$ cat src/sv/ihc_pkg.sv
// Package with the word types, opcodes and constants of the hexadecimal float converter.
package ihc_pkg;

  typedef enum logic [1:0] {
    OP_ENCODE = 2'd0,
    OP_DECODE = 2'd1,
    OP_FLOOR  = 2'd2,
    OP_ULP    = 2'd3
  } op_e;

  typedef struct packed {
    op_e         opcode;
    logic [63:0] double_bits;
    logic [31:0] ibm_word;
  } in_word_t;

  typedef struct packed {
    logic [31:0] ibm_result;
    logic [63:0] value_bits;
    logic        status;
  } out_word_t;

  // Binary64 biased exponent of 16^-65, the smallest normal hex magnitude.
  localparam logic [10:0] EXP_TINY = 11'd763;
  // Binary64 biased exponent of the binade holding the largest hex magnitude.
  localparam logic [10:0] EXP_TOP  = 11'd1274;
  // Binary64 biased exponent of 16^(c-70) is 4*c + EXP_OFS.
  localparam logic [10:0] EXP_OFS  = 11'd743;

  localparam logic [23:0] FRAC_MIN      = 24'h100000;
  localparam logic [31:0] TINY_NEG_WORD = 32'h80100000;
  localparam logic [6:0]  EXP_HEX_MAX   = 7'd127;

endpackage

$ cat src/sv/ieee_double_ibm_hexfloat_convert_core.sv
// Top level of the converter pipeline between binary64 and IBM hexadecimal float32.
//
// The block takes one word on the input channel (in_valid_i, in_ready_o,
// in_data_i) holding an opcode, a binary64 pattern and an IBM word, and
// returns one word on the output channel (out_valid_o, out_ready_i,
// out_data_o) holding the IBM result, a binary64 result and a status bit.
// Opcode encode rounds to the nearest IBM word (half up on the magnitude),
// decode turns an IBM word into binary64, floor rounds toward minus infinity
// and also returns the value of that word, and ulp returns the unit in the
// last place of the input's IBM binade. Status is set, but never for decode,
// when the input is not finite or lies beyond the largest IBM magnitude.
//
// There are three register stages: a classify and align stage, a rounding
// stage and a binary64 normalize stage whose register drives the output. A
// word accepted into stage 1 moves through stage 2 to the output register,
// and a new word may enter in every cycle in which in_ready_o is high.
// The whole pipeline advances together: when the output word is not taken,
// in_ready_o drops and every stage holds, empty stages included, so nothing
// is lost or repeated. Reset clears all stage valid bits; the data
// registers are not reset.
module ieee_double_ibm_hexfloat_convert_core (
  input  logic              clk_i,
  input  logic              rst_ni,
  input  logic              in_valid_i,
  output logic              in_ready_o,
  input  ihc_pkg::in_word_t  in_data_i,
  output logic              out_valid_o,
  input  logic              out_ready_i,
  output ihc_pkg::out_word_t out_data_o
);
  import ihc_pkg::*;

  logic adv;

  // Stage 1: classify the binary64 input and align its mantissa to the
  // hex fraction grid.
  logic [10:0] ex_w;
  logic [51:0] fr_w;
  logic [52:0] mant_w;
  logic [10:0] t_w;
  logic [23:0] mtr_w;
  logic        rb_w, stk_w;
  logic        ovf_w, tiny_w, nz_w, vmin_le_w;

  logic        v1_q;
  op_e         op1_q;
  logic        sgn1_q, nz1_q, tiny1_q, ovf1_q, vmin_le1_q, rb1_q, stk1_q;
  logic [6:0]  e1_q;
  logic [23:0] mtr1_q;
  logic [31:0] word1_q;

  // Stage 2: rounding and word assembly.
  logic [24:0] near_w, up_w;
  logic [31:0] wnear_w, wfloor_w, res_w, dec_in_w;
  logic [6:0]  ecap_w;
  logic [63:0] ulp_w;

  logic        v2_q;
  op_e         op2_q;
  logic        st2_q;
  logic [31:0] res2_q, dec2_q;
  logic [63:0] ulp2_q;

  // Stage 3: binary64 normalize of an IBM word.
  logic [6:0]  c_w;
  logic [23:0] m_w, mn_w;
  logic [4:0]  msb_w;
  logic [10:0] dexp_w;
  logic [63:0] dval_w, val_w;

  logic        v3_q;
  out_word_t   out_q;

  assign adv        = ~v3_q | out_ready_i;
  assign in_ready_o = adv;

  always_comb begin
    ex_w      = in_data_i.double_bits[62:52];
    fr_w      = in_data_i.double_bits[51:0];
    mant_w    = {1'b1, fr_w};
    nz_w      = (ex_w != 11'd0) | (fr_w != 52'd0);
    tiny_w    = ex_w < EXP_TINY;
    // Not finite, or in the top binade above 0xffffff * 16^57.
    ovf_w     = (ex_w > EXP_TOP) |
                ((ex_w == EXP_TOP) & (&fr_w[51:29]) & (fr_w[28:0] != 29'd0));
    vmin_le_w = tiny_w | ((ex_w == EXP_TINY) & (fr_w == 52'd0));
    t_w       = ex_w - EXP_TINY;
    case (t_w[1:0])
      2'd0: begin
        mtr_w = {3'b0, mant_w[52:32]};
        rb_w  = mant_w[31];
        stk_w = |mant_w[31:0];
      end
      2'd1: begin
        mtr_w = {2'b0, mant_w[52:31]};
        rb_w  = mant_w[30];
        stk_w = |mant_w[30:0];
      end
      2'd2: begin
        mtr_w = {1'b0, mant_w[52:30]};
        rb_w  = mant_w[29];
        stk_w = |mant_w[29:0];
      end
      default: begin
        mtr_w = mant_w[52:29];
        rb_w  = mant_w[28];
        stk_w = |mant_w[28:0];
      end
    endcase
  end

  always_comb begin
    near_w = {1'b0, mtr1_q} + {24'd0, rb1_q};
    up_w   = {1'b0, mtr1_q} + {24'd0, stk1_q};
    // A fraction that rounds up out of 24 bits renormalizes one hex digit up.
    if (near_w[24]) begin
      wnear_w = {sgn1_q, e1_q + 7'd1, FRAC_MIN};
    end else begin
      wnear_w = {sgn1_q, e1_q, near_w[23:0]};
    end
    if (!sgn1_q) begin
      wfloor_w = {1'b0, e1_q, mtr1_q};
    end else if (up_w[24]) begin
      wfloor_w = {1'b1, e1_q + 7'd1, FRAC_MIN};
    end else begin
      wfloor_w = {1'b1, e1_q, up_w[23:0]};
    end
    if (tiny1_q) begin
      wnear_w  = {sgn1_q & nz1_q, 31'd0};
      wfloor_w = (sgn1_q & nz1_q) ? TINY_NEG_WORD : 32'd0;
    end
    case (op1_q)
      OP_ENCODE: res_w = ovf1_q ? 32'd0 : wnear_w;
      OP_FLOOR:  res_w = ovf1_q ? 32'd0 : wfloor_w;
      default:   res_w = 32'd0;
    endcase
    dec_in_w = (op1_q == OP_DECODE) ? word1_q : res_w;
    ecap_w   = (e1_q == EXP_HEX_MAX) ? EXP_HEX_MAX - 7'd1 : e1_q;
    if (ovf1_q) begin
      ulp_w = 64'd0;
    end else if (vmin_le1_q) begin
      ulp_w = {1'b0, EXP_TINY, 52'd0};
    end else begin
      ulp_w = {1'b0, {2'b0, ecap_w, 2'b0} + EXP_OFS, 52'd0};
    end
  end

  always_comb begin
    c_w   = dec2_q[30:24];
    m_w   = dec2_q[23:0];
    msb_w = 5'd0;
    for (int i = 0; i < 24; i++) begin
      if (m_w[i]) begin
        msb_w = 5'(i);
      end
    end
    mn_w   = m_w << (5'd23 - msb_w);
    dexp_w = {6'd0, msb_w} + {2'b0, c_w, 2'b0} + EXP_OFS;
    if ((c_w == 7'd0) && (m_w <= 24'd1)) begin
      dval_w = 64'd0;
    end else if (m_w == 24'd0) begin
      dval_w = {dec2_q[31], 63'd0};
    end else begin
      dval_w = {dec2_q[31], dexp_w, mn_w[22:0], 29'd0};
    end
    case (op2_q) inside
      OP_DECODE, OP_FLOOR: val_w = dval_w;
      OP_ULP:              val_w = ulp2_q;
      default:             val_w = 64'd0;
    endcase
  end

  always_ff @(posedge clk_i or negedge rst_ni) begin
    if (!rst_ni) begin
      v1_q <= 1'b0;
      v2_q <= 1'b0;
      v3_q <= 1'b0;
    end else if (adv) begin
      v1_q <= in_valid_i;
      v2_q <= v1_q;
      v3_q <= v2_q;
    end
  end

  always_ff @(posedge clk_i) begin
    if (adv) begin
      op1_q      <= in_data_i.opcode;
      sgn1_q     <= in_data_i.double_bits[63];
      nz1_q      <= nz_w;
      tiny1_q    <= tiny_w;
      ovf1_q     <= ovf_w;
      vmin_le1_q <= vmin_le_w;
      e1_q       <= t_w[8:2];
      mtr1_q     <= mtr_w;
      rb1_q      <= rb_w;
      stk1_q     <= stk_w;
      word1_q    <= in_data_i.ibm_word;

      op2_q  <= op1_q;
      st2_q  <= (op1_q != OP_DECODE) & ovf1_q;
      res2_q <= res_w;
      dec2_q <= dec_in_w;
      ulp2_q <= ulp_w;

      out_q.ibm_result <= res2_q;
      out_q.value_bits <= val_w;
      out_q.status     <= st2_q;
    end
  end

  assign out_valid_o = v3_q;
  assign out_data_o  = out_q;

endmodule
$ cat config.mk
export PLATFORM = sky130hd
export DESIGN_NAME = ieee_double_ibm_hexfloat_convert_core
export DESIGN_NICKNAME = d
export VERILOG_FILES = /design/src/sv/ihc_pkg.sv /design/src/sv/ieee_double_ibm_hexfloat_convert_core.sv
export SDC_FILE = /design/constraint.sdc
export NUM_CORES = 1
export LEC_CHECK = 0
export ABC_AREA = 1
export BUFFER_PORTS_ARGS = -buffer_cell sky130_fd_sc_hd__buf_2
export CAP_MARGIN = 15
export CORE_ASPECT_RATIO = 2
export CORE_UTILIZATION = 50
export DETAILED_ROUTE_END_ITERATION = 10
export PLACE_DENSITY = 0.75
export SYNTH_ARGS = -nofsm -noshare
export SYNTH_HDL_FRONTEND = slang
export SYNTH_SLANG_ARGS = --single-unit
$ cat constraint.sdc
create_clock -name clk_i -period 5.47 [get_ports clk_i]
set_clock_uncertainty 0.2 [all_clocks]
set_input_delay 0 -clock clk_i [delete_from_list [all_inputs] [get_ports clk_i]]
set_output_delay 0 -clock clk_i [all_outputs]
set_load 0.03 [all_outputs]
==> flow_summary.yaml <==
grt:
  initial_antenna_violation_count: 0
  pin_count_of_the_biggest_net_entering_global_routing: 122
  grt_usage_pct: 25.9
  first_global_vias: 9981
  grt_first_pass_wirelength_um: 49100
  overflow: 0
sta:
  max_freq_mhz: 260
  slew_headroom_pct: 37.9
  setup_repair_after_global_routing_missed_its_margin: "no"
  finalCriticalPeriod_ns: 3.84
  timing_max_transition_violations_final: 0
  timing.final.crit_share_pct: 70.3
  fin_ws_ns: 1.63
  worst-slew-pin-transition_ns: 0.923
  hold_viol: 0
  finalSetupViolations: 0
  timing.setup.tns_ns: 0
detailed_routing:
  drt-initial-drc-count: 705
  route.detailed.vias_per_inst: 5.47
  via_count: 10100
  wl_per_cell_um: 16.8
  drt-pass1-iter-count: 8
  routed_wl_um: 31200
  remaining_drc_errors: 0
  route.antenna.remaining_nets: 0
worst_setup_path:
  cp-start-kind: "register"
  critPathKind: "register to register"
  timing.critical_path.slowest_cell_delay_ns: 0.43
  required_ns: 5.60
  crit_slowest_cell: "sky130_fd_sc_hd__edfxtp_1"
  setup.worst_path.end_class: "register"
  cp.arrival_ns: 3.98
  crit_chain: "nor2_1 > nor3_1 > nor3_1 > o31ai_1 > a21boi_0 > o21ai_1 > a21oi_2 > buf_4 > inv_2 > ha_1 > nand3_1 > nand2_1 > a21oi_1 > nor2_1 > nor2_1 > nor2_1 > nor2_1 > o21ai_0 > inv_1 > nor2_1 > nor2_1 > o21ai_0"
  timing.critical_path.fanout_max: 26
  slack_of_the_worst_reg_to_reg_path_ns: 1.63
  crit_path_frequent_cell: "sky130_fd_sc_hd__nor2_1"
flow_run:
  max_cap_check_violation_count: 0
clock_tree:
  cts.repair.resized: 0
  cts_sinks: 220
  cts-htree-levels: 1
  clkLatencyLatePin_ns: 0.50
  ctsRootBufferMaster: "sky130_fd_sc_hd__clkbuf_16"
  post_cts_hold_buffer_count: 112
  tritoncts.num_buffers: 19
  tritoncts_clock_tree: "yes"
  clkSlewWorstSetupHoldPaths_ns: 0.07
  post-cts-setup-buffers: 0
  clockBufferDepth: 3
synth:
  synth_area_leader_cell: "sky130_fd_sc_hd__edfxtp_1"
  synth.yosys.warnings: 0
  synth-edff-count: 217
  synth_cell_types: 54
  synth_top_flop_cell: "sky130_fd_sc_hd__edfxtp_1"
  synth.ff_latch_count: 220
  synth_area_um2: 11800
  synth_top_area_share_pct: 55.1
  synth.avg_cell_area_um2: 9.31
  synth-seq-area-share_pct: 55.7
  synth_area_leaders: "sky130_fd_sc_hd__edfxtp_1 (55%), sky130_fd_sc_hd__nand2_1 (8.6%), sky130_fd_sc_hd__nand3_1 (7.1%)"
  ys_async_sr_fraction_pct: 1.36
  post_synth_inst_count: 1270
power_and_ir_drop:
  power_density_nw_per_um2: 433
  ir_worst_vdd_uv: 398
  p_leak_uw: 0.00643
  total_power_uw: 6350
final_layout:
  flow.area_growth_from_synthesis_pct: 23.9
  commonest_non_fill_non_tap_cell_in_the_layout: "sky130_fd_sc_hd__nand2_1"
  antenna_cells: 0
  fraction_of_layout_cells_with_a_size_suffix_above_1_pct: 14.7
  post-route-util_pct: 63.1
  final_cell_mix: "sky130_fd_sc_hd__nand2_1 (270), sky130_fd_sc_hd__edfxtp_1 (217), sky130_fd_sc_hd__buf_2 (171)"
  fillers: 1841
  final_net_count: 1679
floorplanning:
  initial_core_utilization_pct: 50.9
  num_rows: 79
  die_height_um: 220
  chipWidth_um: 111
  top_level_ports: 201
  design.die.area_um2: 24300
  core_area_um2: 23200
placed_design:
  port_buffers: 171
  place_ws_ns: 1.64
  gp_routability_congestion: 0.979
  hpwlAfterDp_um: 23200
hold_path:
  worst_hold_path_type: "primary input to register"
outcome:
  outcome: "completed"
-- sequential cells by signal, indices dropped and copies added (netlist names), 7 cells and up --
| register | count |
|---|---|
| out_data_o | 68 |
| dec2_q | 32 |
| mtr1_q | 24 |
| res2_q | 32 |
| ulp2_q | 10 |
| e1_q | 7 |
| word1_q | 32 |
-- through the flow --
step | area (um^2) | hold WS [ns] | instances
final | 14700 | 0.0181 | 1852
after global routing | 14700 | 0.00568 | 1852
after CTS | 14700 | 0.00169 | 1852
after detailed placement | 12900 | -0.403 | 1707
after global placement | 12900 | -0.404 | 1707
after floorplan | 11900 | -0.496 | 1298
-- per-layer routing --
layer  share of wire, %  vias to the layer above  wire length [um]  GRT usage [%]
met5                  0                        -                 0              0
met2                 56                      438             17400           51.7
met1                 33                     4626             10200           23.7
li1                   -                     4928                 -              -
met3                4.2                      139              1310           2.59
met4                7.4                        0              2310           19.0
-- cells in the mapped netlist (all sizes together) (17+ instances only) --
| cell | instances |
|---|---|
| buf | 39 |
| edfxtp | 217 |
| o2111ai | 20 |
| a21o | 18 |
| nand2 | 275 |
| xor2 | 21 |
| inv | 152 |
| nand3 | 169 |
| o21ai | 54 |
| nor2 | 125 |
| ha | 19 |
| clkbuf | 17 |
| a21oi | 30 |
-- path summary, 6_finish.rpt --
path | endpoint | depth (start not counted) | start
worst min-delay path | op1_q[0]$_DFFE_PP_ | 2 | in_data_i[96]
worst min register to register | out_data_o[94]$_DFFE_PP_ | 0 | res2_q[29]$_DFFE_PP_
min in group asynchronous | v1_q$_DFFE_PN0P_ | 3 | rst_ni
max in group asynchronous | out_valid_o$_DFFE_PN0P_ | 3 | rst_ni
worst max-delay path | out_data_o[63]$_DFFE_PP_ | 22 | dec2_q[2]$_DFFE_PP_
worst max register to register | out_data_o[63]$_DFFE_PP_ | 22 | dec2_q[2]$_DFFE_PP_
-- where the power goes --
group | switching [uW] | internal (uW)
logic | 1640 | 710
registers | 198 | 2430
clock network | 584 | 788
-- layout make-up --
| cell class | instances | area (um^2) | area share (%) |
|---|---|---|---|
| Timing Repair Buffer | 294 | 2060 | 14.1 |
| Clock inverter | 13 | 159 | 1.08 |
| Inverter | 157 | 589 | 4.02 |
| Sequential cell | 220 | 6590 | 45.0 |
| Tap cell | 283 | 354 | 2.42 |
| Multi-Input combinational cell | 865 | 4420 | 30.2 |
| Clock buffer | 20 | 479 | 3.27 |
-- worst max-delay path, delay by kind of cell, from the launching register on --
kind            cells  cell delay, ns
fa+ha+maj           1            0.36
compound gates      7            0.91
buf+inv             3            0.61
simple gates       11            1.16
flops               1            0.43
-- cell families after synthesis --
logic type	share of synthesized area (%)
AND/OR/NAND/NOR	23.1
AO/OA/AOI/OAI	8.68
XOR/XNOR	2.22
other	0.0317
adder cells (fa/ha/maj)	2.18
buffers and inverters	7.92
multiplexers	0.0952
flip-flops	55.7
Note: power is estimated with default switching activity, not from simulation.
